`src/rtl/core/rbmc_pkg.sv`:
```
// ----------------------------------------------------------------------------
// rbmc_pkg
// Shared types and constants for the red blob mask and centroid block.
// ----------------------------------------------------------------------------
`timescale 1ns / 1ps
`default_nettype none

package rbmc_pkg;

  // field widths
  localparam int unsigned PixW = 8;
  localparam int unsigned ThrW = 8;
  localparam int unsigned ColW = 9;
  localparam int unsigned RowW = 8;
  localparam int unsigned CntW = 17;
  localparam int unsigned SumW = 25;

  // size limits and register reset values
  localparam int unsigned DefMaxWidth  = 320;
  localparam int unsigned DefMaxHeight = 240;
  localparam logic [ThrW-1:0] ThrReset    = 8'd40;
  localparam logic [ColW-1:0] WidthReset  = 9'd320;
  localparam logic [RowW-1:0] HeightReset = 8'd240;

  // mask values
  localparam logic [PixW-1:0] MaskRed   = 8'd0;
  localparam logic [PixW-1:0] MaskOther = 8'd255;

  // register map, word index of paddr
  localparam int unsigned AddrW = 4;
  localparam logic [1:0] RegThreshold = 2'd0;
  localparam logic [1:0] RegWidth     = 2'd1;
  localparam logic [1:0] RegHeight    = 2'd2;

  // result kinds
  localparam logic KindMask     = 1'b0;
  localparam logic KindCentroid = 1'b1;

  typedef struct packed {
    logic [PixW-1:0] red;
    logic [PixW-1:0] green;
    logic [PixW-1:0] blue;
  } pix_t;

  typedef struct packed {
    logic            kind;
    logic [PixW-1:0] mask_value;
    logic [ColW-1:0] centroid_x;
    logic [RowW-1:0] centroid_y;
    logic [CntW-1:0] red_total;
    logic            found;
    logic            last;
  } res_t;

  typedef struct packed {
    logic [ThrW-1:0] threshold;
    logic [ColW-1:0] width;
    logic [RowW-1:0] height;
  } cfg_t;

  // controller to datapath
  typedef struct packed {
    logic load_pix;
    logic div_start;
    logic load_cent;
  } cmd_t;

  // datapath to controller
  typedef struct packed {
    logic frame_end;
    logic out_free;
    logic div_busy;
    logic div_done;
  } stat_t;

endpackage

`default_nettype wire

```
`src/rtl/core/rbmc_regs.sv`:
```
// ----------------------------------------------------------------------------
// rbmc_regs
// APB-style configuration registers: threshold, frame width, frame height.
// ----------------------------------------------------------------------------
`timescale 1ns / 1ps
`default_nettype none

module rbmc_regs (
  input  wire logic                       clk_i,
  input  wire logic                       rst_ni,
  input  wire logic                       psel,
  input  wire logic                       penable,
  input  wire logic                       pwrite,
  input  wire logic [rbmc_pkg::AddrW-1:0] paddr,
  input  wire logic [31:0]                pwdata,
  output logic [31:0]                     prdata,
  output logic                            pready,
  output rbmc_pkg::cfg_t                  cfg_o
);
  import rbmc_pkg::*;

  cfg_t cfg_q, cfg_d;
  logic wr_en;

  assign pready = 1'b1;
  assign wr_en  = psel && penable && pwrite;

  // register write decode
  always_comb begin
    cfg_d = cfg_q;
    if (wr_en) begin
      unique case (paddr[3:2])
        RegThreshold: cfg_d.threshold = pwdata[ThrW-1:0];
        RegWidth:     cfg_d.width     = pwdata[ColW-1:0];
        RegHeight:    cfg_d.height    = pwdata[RowW-1:0];
        default:      cfg_d = cfg_q;
      endcase
    end
  end

  always_ff @(posedge clk_i or negedge rst_ni) begin
    if (!rst_ni) begin
      cfg_q.threshold <= ThrReset;
      cfg_q.width     <= WidthReset;
      cfg_q.height    <= HeightReset;
    end else begin
      cfg_q <= cfg_d;
    end
  end

  // read mux
  always_comb begin
    unique case (paddr[3:2])
      RegThreshold: prdata = 32'(cfg_q.threshold);
      RegWidth:     prdata = 32'(cfg_q.width);
      RegHeight:    prdata = 32'(cfg_q.height);
      default:      prdata = 32'd0;
    endcase
  end

  assign cfg_o = cfg_q;

endmodule

`default_nettype wire

```
`src/rtl/core/rbmc_div.sv`:
```
// ----------------------------------------------------------------------------
// rbmc_div
// Restoring divider, one quotient bit per cycle, two dividends sharing one
// divisor (column sum and row sum over the red count).
// ----------------------------------------------------------------------------
`timescale 1ns / 1ps
`default_nettype none

module rbmc_div (
  input  wire logic                      clk_i,
  input  wire logic                      rst_ni,
  input  wire logic                      start_i,
  input  wire logic [rbmc_pkg::SumW-1:0] dividend_x_i,
  input  wire logic [rbmc_pkg::SumW-1:0] dividend_y_i,
  input  wire logic [rbmc_pkg::CntW-1:0] divisor_i,
  output logic                           busy_o,
  output logic                           done_o,
  output logic [rbmc_pkg::SumW-1:0]      quot_x_o,
  output logic [rbmc_pkg::SumW-1:0]      quot_y_o
);
  import rbmc_pkg::*;

  localparam int unsigned StepW = $clog2(SumW);
  localparam logic [StepW-1:0] LastStep = StepW'(SumW - 1);

  logic              busy_q, busy_d;
  logic [StepW-1:0]  step_q, step_d;
  logic [CntW-1:0]   dvs_q, dvs_d;
  logic [SumW-1:0]   qx_q, qx_d, qy_q, qy_d;
  logic [CntW-1:0]   rx_q, rx_d, ry_q, ry_d;
  logic [CntW:0]     sx, sy;
  logic              gex, gey;

  // trial subtraction for both lanes
  assign sx  = {rx_q, qx_q[SumW-1]};
  assign sy  = {ry_q, qy_q[SumW-1]};
  assign gex = sx >= {1'b0, dvs_q};
  assign gey = sy >= {1'b0, dvs_q};

  assign done_o = busy_q && (step_q == LastStep);

  always_comb begin
    busy_d = busy_q;
    step_d = step_q;
    dvs_d  = dvs_q;
    qx_d   = qx_q;
    qy_d   = qy_q;
    rx_d   = rx_q;
    ry_d   = ry_q;
    if (start_i) begin
      busy_d = 1'b1;
      step_d = '0;
      dvs_d  = divisor_i;
      qx_d   = dividend_x_i;
      qy_d   = dividend_y_i;
      rx_d   = '0;
      ry_d   = '0;
    end else if (busy_q) begin
      // dividend bits shift out at the top, quotient bits shift in below
      qx_d   = {qx_q[SumW-2:0], gex};
      qy_d   = {qy_q[SumW-2:0], gey};
      rx_d   = gex ? CntW'(sx - {1'b0, dvs_q}) : sx[CntW-1:0];
      ry_d   = gey ? CntW'(sy - {1'b0, dvs_q}) : sy[CntW-1:0];
      step_d = StepW'(step_q + 1'b1);
      if (done_o) begin
        busy_d = 1'b0;
      end
    end
  end

  always_ff @(posedge clk_i or negedge rst_ni) begin
    if (!rst_ni) begin
      busy_q <= 1'b0;
      step_q <= '0;
    end else begin
      busy_q <= busy_d;
      step_q <= step_d;
    end
  end

  always_ff @(posedge clk_i) begin
    dvs_q <= dvs_d;
    qx_q  <= qx_d;
    qy_q  <= qy_d;
    rx_q  <= rx_d;
    ry_q  <= ry_d;
  end

  assign busy_o   = busy_q;
  assign quot_x_o = qx_q;
  assign quot_y_o = qy_q;

endmodule

`default_nettype wire

```
`src/rtl/core/rbmc_ctrl.sv`:
```
// ----------------------------------------------------------------------------
// rbmc_ctrl
// Sequencer: streams pixels, waits for the centroid divide at frame end,
// then issues the centroid word.
// ----------------------------------------------------------------------------
`timescale 1ns / 1ps
`default_nettype none

module rbmc_ctrl (
  input  wire logic            clk_i,
  input  wire logic            rst_ni,
  input  wire logic            in_valid_i,
  output logic                 in_ready_o,
  input  wire rbmc_pkg::stat_t stat_i,
  output rbmc_pkg::cmd_t       cmd_o
);
  import rbmc_pkg::*;

  typedef enum logic [1:0] {
    StRun,
    StDiv,
    StCent
  } ctrl_state_e;

  ctrl_state_e state_q;

  // commands from current state
  always_comb begin
    in_ready_o = 1'b0;
    cmd_o      = '0;
    unique case (state_q)
      StRun: begin
        in_ready_o      = stat_i.out_free;
        cmd_o.load_pix  = in_valid_i && stat_i.out_free;
        cmd_o.div_start = in_valid_i && stat_i.out_free && stat_i.frame_end;
      end
      StDiv: begin
        in_ready_o = 1'b0;
      end
      StCent: begin
        cmd_o.load_cent = stat_i.out_free;
      end
      default: begin
        in_ready_o = 1'b0;
      end
    endcase
  end

  always_ff @(posedge clk_i or negedge rst_ni) begin
    if (!rst_ni) begin
      state_q <= StRun;
    end else begin
      unique case (state_q)
        StRun:   if (cmd_o.div_start) state_q <= StDiv;
        StDiv:   if (stat_i.div_done) state_q <= StCent;
        StCent:  if (cmd_o.load_cent) state_q <= StRun;
        default: state_q <= StRun;
      endcase
    end
  end

endmodule

`default_nettype wire

```
`src/rtl/core/rbmc_dp.sv`:
```
// ----------------------------------------------------------------------------
// rbmc_dp
// Datapath: color test, raster position, red accumulators, centroid divider
// and the output word register.
// ----------------------------------------------------------------------------
`timescale 1ns / 1ps
`default_nettype none

module rbmc_dp #(
  parameter int unsigned MAX_WIDTH  = rbmc_pkg::DefMaxWidth,
  parameter int unsigned MAX_HEIGHT = rbmc_pkg::DefMaxHeight
) (
  input  wire logic           clk_i,
  input  wire logic           rst_ni,
  input  wire rbmc_pkg::cfg_t cfg_i,
  input  wire rbmc_pkg::pix_t in_data_i,
  input  wire rbmc_pkg::cmd_t cmd_i,
  output rbmc_pkg::stat_t     stat_o,
  output logic                out_valid_o,
  input  wire logic           out_ready_i,
  output rbmc_pkg::res_t      out_data_o
);
  import rbmc_pkg::*;

  // size limits, bounded by what the size registers can hold
  localparam int unsigned ColMax = (1 << ColW) - 1;
  localparam int unsigned RowMax = (1 << RowW) - 1;
  localparam logic [ColW-1:0] WidthLim  = ColW'(MAX_WIDTH  > ColMax ? ColMax : MAX_WIDTH);
  localparam logic [RowW-1:0] HeightLim = RowW'(MAX_HEIGHT > RowMax ? RowMax : MAX_HEIGHT);

  logic [ColW-1:0] w_eff;
  logic [RowW-1:0] h_eff;
  logic            is_red;
  logic [PixW+1:0] diff_g, diff_b, thr_ext;
  logic [ColW:0]   col_inc;
  logic [RowW:0]   row_inc;
  logic            row_wrap, frame_end;

  logic [ColW-1:0] col_q, col_d;
  logic [RowW-1:0] row_q, row_d;
  logic [CntW-1:0] cnt_q, cnt_d, cnt_nx;
  logic [SumW-1:0] sx_q, sx_d, sx_nx;
  logic [SumW-1:0] sy_q, sy_d, sy_nx;
  logic [CntW-1:0] total_q;

  logic            out_valid_q, out_valid_d;
  res_t            out_q, out_d;
  logic            out_free;

  logic            div_busy, div_done;
  logic [SumW-1:0] qx, qy;
  logic            found;

  // clamp frame size
  always_comb begin
    if (cfg_i.width == '0)          w_eff = ColW'(1);
    else if (cfg_i.width > WidthLim) w_eff = WidthLim;
    else                             w_eff = cfg_i.width;
    if (cfg_i.height == '0)          h_eff = RowW'(1);
    else if (cfg_i.height > HeightLim) h_eff = HeightLim;
    else                             h_eff = cfg_i.height;
  end

  // signed color differences against the threshold
  assign diff_g  = {2'b00, in_data_i.red} - {2'b00, in_data_i.green};
  assign diff_b  = {2'b00, in_data_i.red} - {2'b00, in_data_i.blue};
  assign thr_ext = {2'b00, cfg_i.threshold};
  assign is_red  = ($signed(diff_g) > $signed(thr_ext)) &&
                   ($signed(diff_b) > $signed(thr_ext));

  // raster position
  assign col_inc   = {1'b0, col_q} + 1'b1;
  assign row_inc   = {1'b0, row_q} + 1'b1;
  assign row_wrap  = col_inc >= {1'b0, w_eff};
  assign frame_end = row_wrap && (row_inc >= {1'b0, h_eff});

  // accumulator next values, wrapping at their widths
  assign cnt_nx = is_red ? CntW'(cnt_q + 1'b1) : cnt_q;
  assign sx_nx  = is_red ? SumW'(sx_q + SumW'(col_q)) : sx_q;
  assign sy_nx  = is_red ? SumW'(sy_q + SumW'(row_q)) : sy_q;

  always_comb begin
    col_d = col_q;
    row_d = row_q;
    cnt_d = cnt_q;
    sx_d  = sx_q;
    sy_d  = sy_q;
    if (cmd_i.load_pix) begin
      col_d = row_wrap ? '0 : col_inc[ColW-1:0];
      if (row_wrap) begin
        row_d = frame_end ? '0 : row_inc[RowW-1:0];
      end
      if (frame_end) begin
        cnt_d = '0;
        sx_d  = '0;
        sy_d  = '0;
      end else begin
        cnt_d = cnt_nx;
        sx_d  = sx_nx;
        sy_d  = sy_nx;
      end
    end
  end

  always_ff @(posedge clk_i or negedge rst_ni) begin
    if (!rst_ni) begin
      col_q <= '0;
      row_q <= '0;
      cnt_q <= '0;
      sx_q  <= '0;
      sy_q  <= '0;
    end else begin
      col_q <= col_d;
      row_q <= row_d;
      cnt_q <= cnt_d;
      sx_q  <= sx_d;
      sy_q  <= sy_d;
    end
  end

  // frame count snapshot for the centroid word
  always_ff @(posedge clk_i) begin
    if (cmd_i.div_start) begin
      total_q <= cnt_nx;
    end
  end

  rbmc_div u_div (
    .clk_i        (clk_i),
    .rst_ni       (rst_ni),
    .start_i      (cmd_i.div_start),
    .dividend_x_i (sx_nx),
    .dividend_y_i (sy_nx),
    .divisor_i    (cnt_nx),
    .busy_o       (div_busy),
    .done_o       (div_done),
    .quot_x_o     (qx),
    .quot_y_o     (qy)
  );

  assign found = total_q != '0;

  // output word register
  assign out_free = !out_valid_q || out_ready_i;

  always_comb begin
    out_valid_d = out_valid_q;
    out_d       = out_q;
    if (cmd_i.load_pix) begin
      out_valid_d      = 1'b1;
      out_d            = '0;
      out_d.kind       = KindMask;
      out_d.mask_value = is_red ? MaskRed : MaskOther;
      out_d.last       = !frame_end;
    end else if (cmd_i.load_cent) begin
      out_valid_d      = 1'b1;
      out_d            = '0;
      out_d.kind       = KindCentroid;
      out_d.centroid_x = found ? qx[ColW-1:0] : '0;
      out_d.centroid_y = found ? qy[RowW-1:0] : '0;
      out_d.red_total  = total_q;
      out_d.found      = found;
      out_d.last       = 1'b1;
    end else if (out_ready_i) begin
      out_valid_d = 1'b0;
    end
  end

  always_ff @(posedge clk_i or negedge rst_ni) begin
    if (!rst_ni) begin
      out_valid_q <= 1'b0;
    end else begin
      out_valid_q <= out_valid_d;
    end
  end

  always_ff @(posedge clk_i) begin
    out_q <= out_d;
  end

  assign out_valid_o = out_valid_q;
  assign out_data_o  = out_q;

  assign stat_o.frame_end = frame_end;
  assign stat_o.out_free  = out_free;
  assign stat_o.div_busy  = div_busy;
  assign stat_o.div_done  = div_done;

endmodule

`default_nettype wire

```
`src/rtl/core/red_blob_mask_centroid.sv`:
```
// ----------------------------------------------------------------------------
// red_blob_mask_centroid
// Red color threshold mask over a raster pixel stream, with a per-frame
// centroid of the red pixels.
// ----------------------------------------------------------------------------
// Pixels arrive in raster order, one word per pixel, and each gives a mask
// word (0 for red, 255 otherwise) in the next cycle through an output
// register, so inside a frame the block takes one pixel per clock while the
// result side is ready. The last pixel of a frame starts a shared restoring
// divider that produces one quotient bit per cycle for both the column and
// row sums; no pixel is taken during its 25 divide steps nor until the
// centroid word is loaded, which waits for the result side to be ready.
// Frame width, height and the color threshold sit in APB registers at byte
// addresses threshold 0x0, width 0x4, height 0x8; write them only while no
// frame is in progress.
`timescale 1ns / 1ps
`default_nettype none

module red_blob_mask_centroid #(
  parameter int unsigned MAX_WIDTH  = rbmc_pkg::DefMaxWidth,
  parameter int unsigned MAX_HEIGHT = rbmc_pkg::DefMaxHeight
) (
  input  wire logic                       clk_i,
  input  wire logic                       rst_ni,
  input  wire logic                       in_valid_i,
  output logic                            in_ready_o,
  input  wire rbmc_pkg::pix_t             in_data_i,
  output logic                            out_valid_o,
  input  wire logic                       out_ready_i,
  output rbmc_pkg::res_t                  out_data_o,
  input  wire logic                       psel,
  input  wire logic                       penable,
  input  wire logic                       pwrite,
  input  wire logic [rbmc_pkg::AddrW-1:0] paddr,
  input  wire logic [31:0]                pwdata,
  output logic [31:0]                     prdata,
  output logic                            pready
);
  import rbmc_pkg::*;

  cfg_t  cfg;
  cmd_t  cmd;
  stat_t stat;

  rbmc_regs u_regs (
    .clk_i   (clk_i),
    .rst_ni  (rst_ni),
    .psel    (psel),
    .penable (penable),
    .pwrite  (pwrite),
    .paddr   (paddr),
    .pwdata  (pwdata),
    .prdata  (prdata),
    .pready  (pready),
    .cfg_o   (cfg)
  );

  rbmc_ctrl u_ctrl (
    .clk_i      (clk_i),
    .rst_ni     (rst_ni),
    .in_valid_i (in_valid_i),
    .in_ready_o (in_ready_o),
    .stat_i     (stat),
    .cmd_o      (cmd)
  );

  rbmc_dp #(
    .MAX_WIDTH  (MAX_WIDTH),
    .MAX_HEIGHT (MAX_HEIGHT)
  ) u_dp (
    .clk_i       (clk_i),
    .rst_ni      (rst_ni),
    .cfg_i       (cfg),
    .in_data_i   (in_data_i),
    .cmd_i       (cmd),
    .stat_o      (stat),
    .out_valid_o (out_valid_o),
    .out_ready_i (out_ready_i),
    .out_data_o  (out_data_o)
  );

`ifndef SYNTH
  // no pixel taken while the divider runs
  a_no_pix_in_div: assert property (@(posedge clk_i) disable iff (!rst_ni)
    stat.div_busy |-> !in_ready_o)
    else $error("pixel accepted during centroid divide");

  // centroid word always closes the pixel's results
  a_cent_last: assert property (@(posedge clk_i) disable iff (!rst_ni)
    (out_valid_o && out_data_o.kind == KindCentroid) |-> out_data_o.last)
    else $error("centroid word without last");

  // empty frame gives zero centroid and count
  a_empty_frame: assert property (@(posedge clk_i) disable iff (!rst_ni)
    (out_valid_o && out_data_o.kind == KindCentroid && !out_data_o.found) |->
    (out_data_o.centroid_x == '0 && out_data_o.centroid_y == '0 &&
     out_data_o.red_total == '0))
    else $error("empty frame with nonzero centroid");

  // a frame end starts the divider on the next cycle
  a_div_start: assert property (@(posedge clk_i) disable iff (!rst_ni)
    cmd.div_start |=> stat.div_busy)
    else $error("divider did not start at frame end");
`endif

endmodule

`default_nettype wire
```
`config.mk`:
```
export PLATFORM = sky130hd
export DESIGN_NAME = red_blob_mask_centroid
export DESIGN_NICKNAME = d
export VERILOG_FILES = /design/src/rtl/core/rbmc_pkg.sv /design/src/rtl/core/rbmc_regs.sv /design/src/rtl/core/rbmc_div.sv /design/src/rtl/core/rbmc_ctrl.sv /design/src/rtl/core/rbmc_dp.sv /design/src/rtl/core/red_blob_mask_centroid.sv
export SDC_FILE = /design/constraint.sdc
export NUM_CORES = 1
export LEC_CHECK = 0
export ABC_AREA = 1
export CAP_MARGIN = 20
export CELL_PAD_IN_SITES_DETAIL_PLACEMENT = 1
export CELL_PAD_IN_SITES_GLOBAL_PLACEMENT = 1
export CORE_UTILIZATION = 40
export DETAILED_ROUTE_END_ITERATION = 7
export DONT_BUFFER_PORTS = 1
export MAX_ROUTING_LAYER = met4
export PLACE_DENSITY = 0.7
export SYNTH_ARGS = -nofsm -noshare
export SYNTH_HDL_FRONTEND = slang
export SYNTH_SLANG_ARGS = --single-unit
```
`constraint.sdc`:
```
create_clock -name clk_i -period 4.6 [get_ports clk_i]
set_input_delay 0.92 -clock clk_i [delete_from_list [all_inputs] [get_ports clk_i]]
set_output_delay 0.92 -clock clk_i [all_outputs]
set_load 0.005 [all_outputs]
```
==> flow_metrics.tcl <==
set metrics [dict create \
    synthAdderAreaFrac_pct 7.83 \
    slew_violations 0 \
    ys_async_sr_fraction_pct 45.9 \
    synth_cell_types 47 \
    wirelength_mm 54.6 \
    ant_nets 0 \
    fin_skew_ns 0.0114 \
    synth_seq_cells 257 \
    synth-xor-area-share_pct 3.44 \
    antenna_found_initial 0 \
    cts_tree "built" \
    synth_top_family_by_area "simple AND/OR/NAND/NOR gates" \
    fin_util_pct 43.7 \
    outcome "complete, no violations" \
    vias 17000 \
    yosysSeqAreaShare_pct 35.1 \
    layout_min_cycle_time_ns 3.78 \
    rows 78 \
    cts.repair.resized 0 \
    cts_setup_buffers 0 \
    synth_area_um2 18300 \
    grt_pass1_wl_mm 90.9 \
    fin_cells 3337 \
    synthTopCellsByCount "nand2_1 (1183), inv_1 (365), nand3_1 (169)" \
    drtPass1Iterations 5 \
    gp_congestion 0.896 \
    place.detailed.hpwl_mm 40.9 \
    fmax_mhz 264 \
    die_width_um 216 \
    syn_avg_cell_area_um2 6.68 \
    preCtsSetupSlack_ns 0.396 \
    r2r-start "u_dp.row_q[1]$_DFFE_PN0P_" \
    grt_pass1_vias 17700 \
    num-nets-final 2891 \
    r2r-end "u_dp.u_div.quot_y_o[0]$_DFFE_PP_" \
    synth-simple-area-share_pct 36.1 \
    fin_crit_sh_pct 82.3 \
    max_slew.worst_pin.slew_ns 1.02 \
    dp.cells 3280 \
    p_leak_nw 10.4 \
    setup_viol 0 \
    dieArea_um2 46700 \
    final_area_um2 19800 \
    synth-compound-area-share_pct 6.47 \
    fin_total_pwr_mw 10.3 \
    numCtsBuffers 31 \
    rsz0062_at_grt "no" \
    maxCapViolations 0 \
    grt_max_degree 119 \
    synth-main-ff-cell "dfrtp_1" \
    grt_usage_pct 24.5 \
    peakVddDrop_uv 378 \
    critical_path.startpoint_type "register" \
    coreArea_um2 45300 \
    placement.io_buffers 0 \
    synth_edf_count 69 \
    drcViolationCount 0 \
    synth_area_leader_cell "nand2_1" \
    r2r_cells 16 \
    setup.worst_path.start "u_dp.row_q[1]$_DFFE_PN0P_" \
    cts_sinks 257 \
    ctsHoldBuffers 0 \
    routed_via_density 5.10 \
    drt_iter0_drc 713 \
    clk_path_buf_depth 3 \
    syn_to_final_growth_pct 7.97 \
    n_antenna_cell 0 \
    die_h_um 216 \
    ios 147 \
    relSlewSlack_pct 32.3 \
    crit_type "reg2reg" \
    drive_gt1_share_pct 3.73 \
    whs_ns 0.0418 \
    wl_per_cell_um 16.4 \
    htreeDepth 1 \
    finalHoldViolCount 0 \
    yosys_warnings 0 \
    arrival_ns 4.23 \
    synth_mux_area_share_pct 0 \
    synth_top_cell_area_share_pct 24.2 \
    syn-instance-count 2745 \
    crit_required_ns 5.04 \
    path_max_fanout 50 \
    clk_latency_ns 0.58 \
    start_util_pct 40.5 \
    cts_root_buffer "clkbuf_16" \
    critPathCaptureType "register" \
    placed_cell_area_um2 18700 \
    clkTransAtPathRegs_ns 0.06 \
    fin_ws_ns 0.816 \
    hold_path.class "in2async" \
    tns_ns 0 \
    synth_most_common_cell "nand2_1" \
    synth.area.top_cells "nand2_1 (24%), dfrtp_1 (15%), edfxtp_1 (11%)" \
    rrSetupSlack_ns 0.82 \
    power_density_nw_per_um2 522 \
    grt_overflow 0 \
]
[per-layer routing]
layer	part of all wire, %	GRT usage [%]
met1	46	30.8
met2	48	41.2
met3	3.0	2.88
met4	3.1	7.16
met5	0	-
[cell type report]
| cell class | instances | area [um2] |
|---|---|---|
| clock inverter | 15 | 194 |
| clock buffer | 42 | 857 |
| fill | 5976 | 25500 |
| tap | 600 | 751 |
| inverter | 370 | 1390 |
| sequential | 257 | 6440 |
| multi-input combinational | 2034 | 9990 |
| timing repair buffer | 19 | 168 |
[layout by cell type (no fill, tap or decap), types with 66 or more instances in the layout]
cell type | Yosys | routed
nor2_1 | 121 | 121
nand2_1 | 1183 | 1182
a21oi_1 | 66 | 66
dfxtp_1 | 70 | 70
inv_1 | 365 | 365
ha_1 | 105 | 105
dfrtp_1 | 110 | 110
edfxtp_1 | 69 | 69
nand3_1 | 169 | 168
o21ai_0 | 124 | 124
[flip-flops by register name, indices dropped and copies added (netlist names)]
signal	cells
u_dp.u_div.step_q	5
u_dp.sy_q	25
u_dp.row_q	8
u_dp.u_div.busy_o	1
u_dp.u_div.quot_y_o	25
u_dp.u_div.ry_q	17
u_dp.cnt_q	17
u_regs.cfg_o	25
u_dp.u_div.quot_x_o	25
u_dp.u_div.rx_q	17
u_dp.out_data_o	38
u_ctrl.state_q	2
u_dp.sx_q	25
u_dp.out_valid_o	1
u_dp.u_div.dvs_q	17
u_dp.col_q	9
[worst max-delay path by stage]
stage | end | cells past startpoint
3_3_place_gp | u_dp.u_div.quot_y_o[0]$_DFFE_PP_ | 24
6_report | u_dp.u_div.quot_y_o[0]$_DFFE_PP_ | 16
5_1_grt | u_dp.u_div.quot_y_o[0]$_DFFE_PP_ | 22
2_1_floorplan | u_dp.u_div.quot_x_o[0]$_DFFE_PP_ | 16
4_1_cts | u_dp.u_div.quot_y_o[0]$_DFFE_PP_ | 22
3_5_place_dp | u_dp.u_div.quot_y_o[0]$_DFFE_PP_ | 24
[power by group]
group / switching (mW) / internal (mW) / leakage (nW) / total, mW
clock network: 1.03 / 1.53 / 0.500 / 2.56
logic: 2.78 / 1.43 / 7.10 / 4.21
registers: 0.481 / 3.09 / 2.80 / 3.57
total: 4.29 / 6.04 / 10.4 / 10.3
[worst max-delay path: stages, from the launching register on]
cell     delay (ns)
dfrtp_1        0.47
ha_1           0.24
nand2_1        0.08
nor2_2         0.17
nand3_1        0.11
xor2_1         0.15
inv_1          0.08
ha_1           0.32
nand2_1        0.06
nor4_1         0.27
nand2_1        0.10
nand3_2        0.20
nand3_4        0.13
inv_2          0.32
buf_4          0.57
nand2_1        0.23
nand2_1        0.10
[cell families after synthesis]
kind of cell	after synthesis
flops	257
compound gates	222
xor+xnor	72
buf+inv	476
simple gates	1605
fa+ha+maj	111
other cells	2
Power figures use the tool's default switching activity.
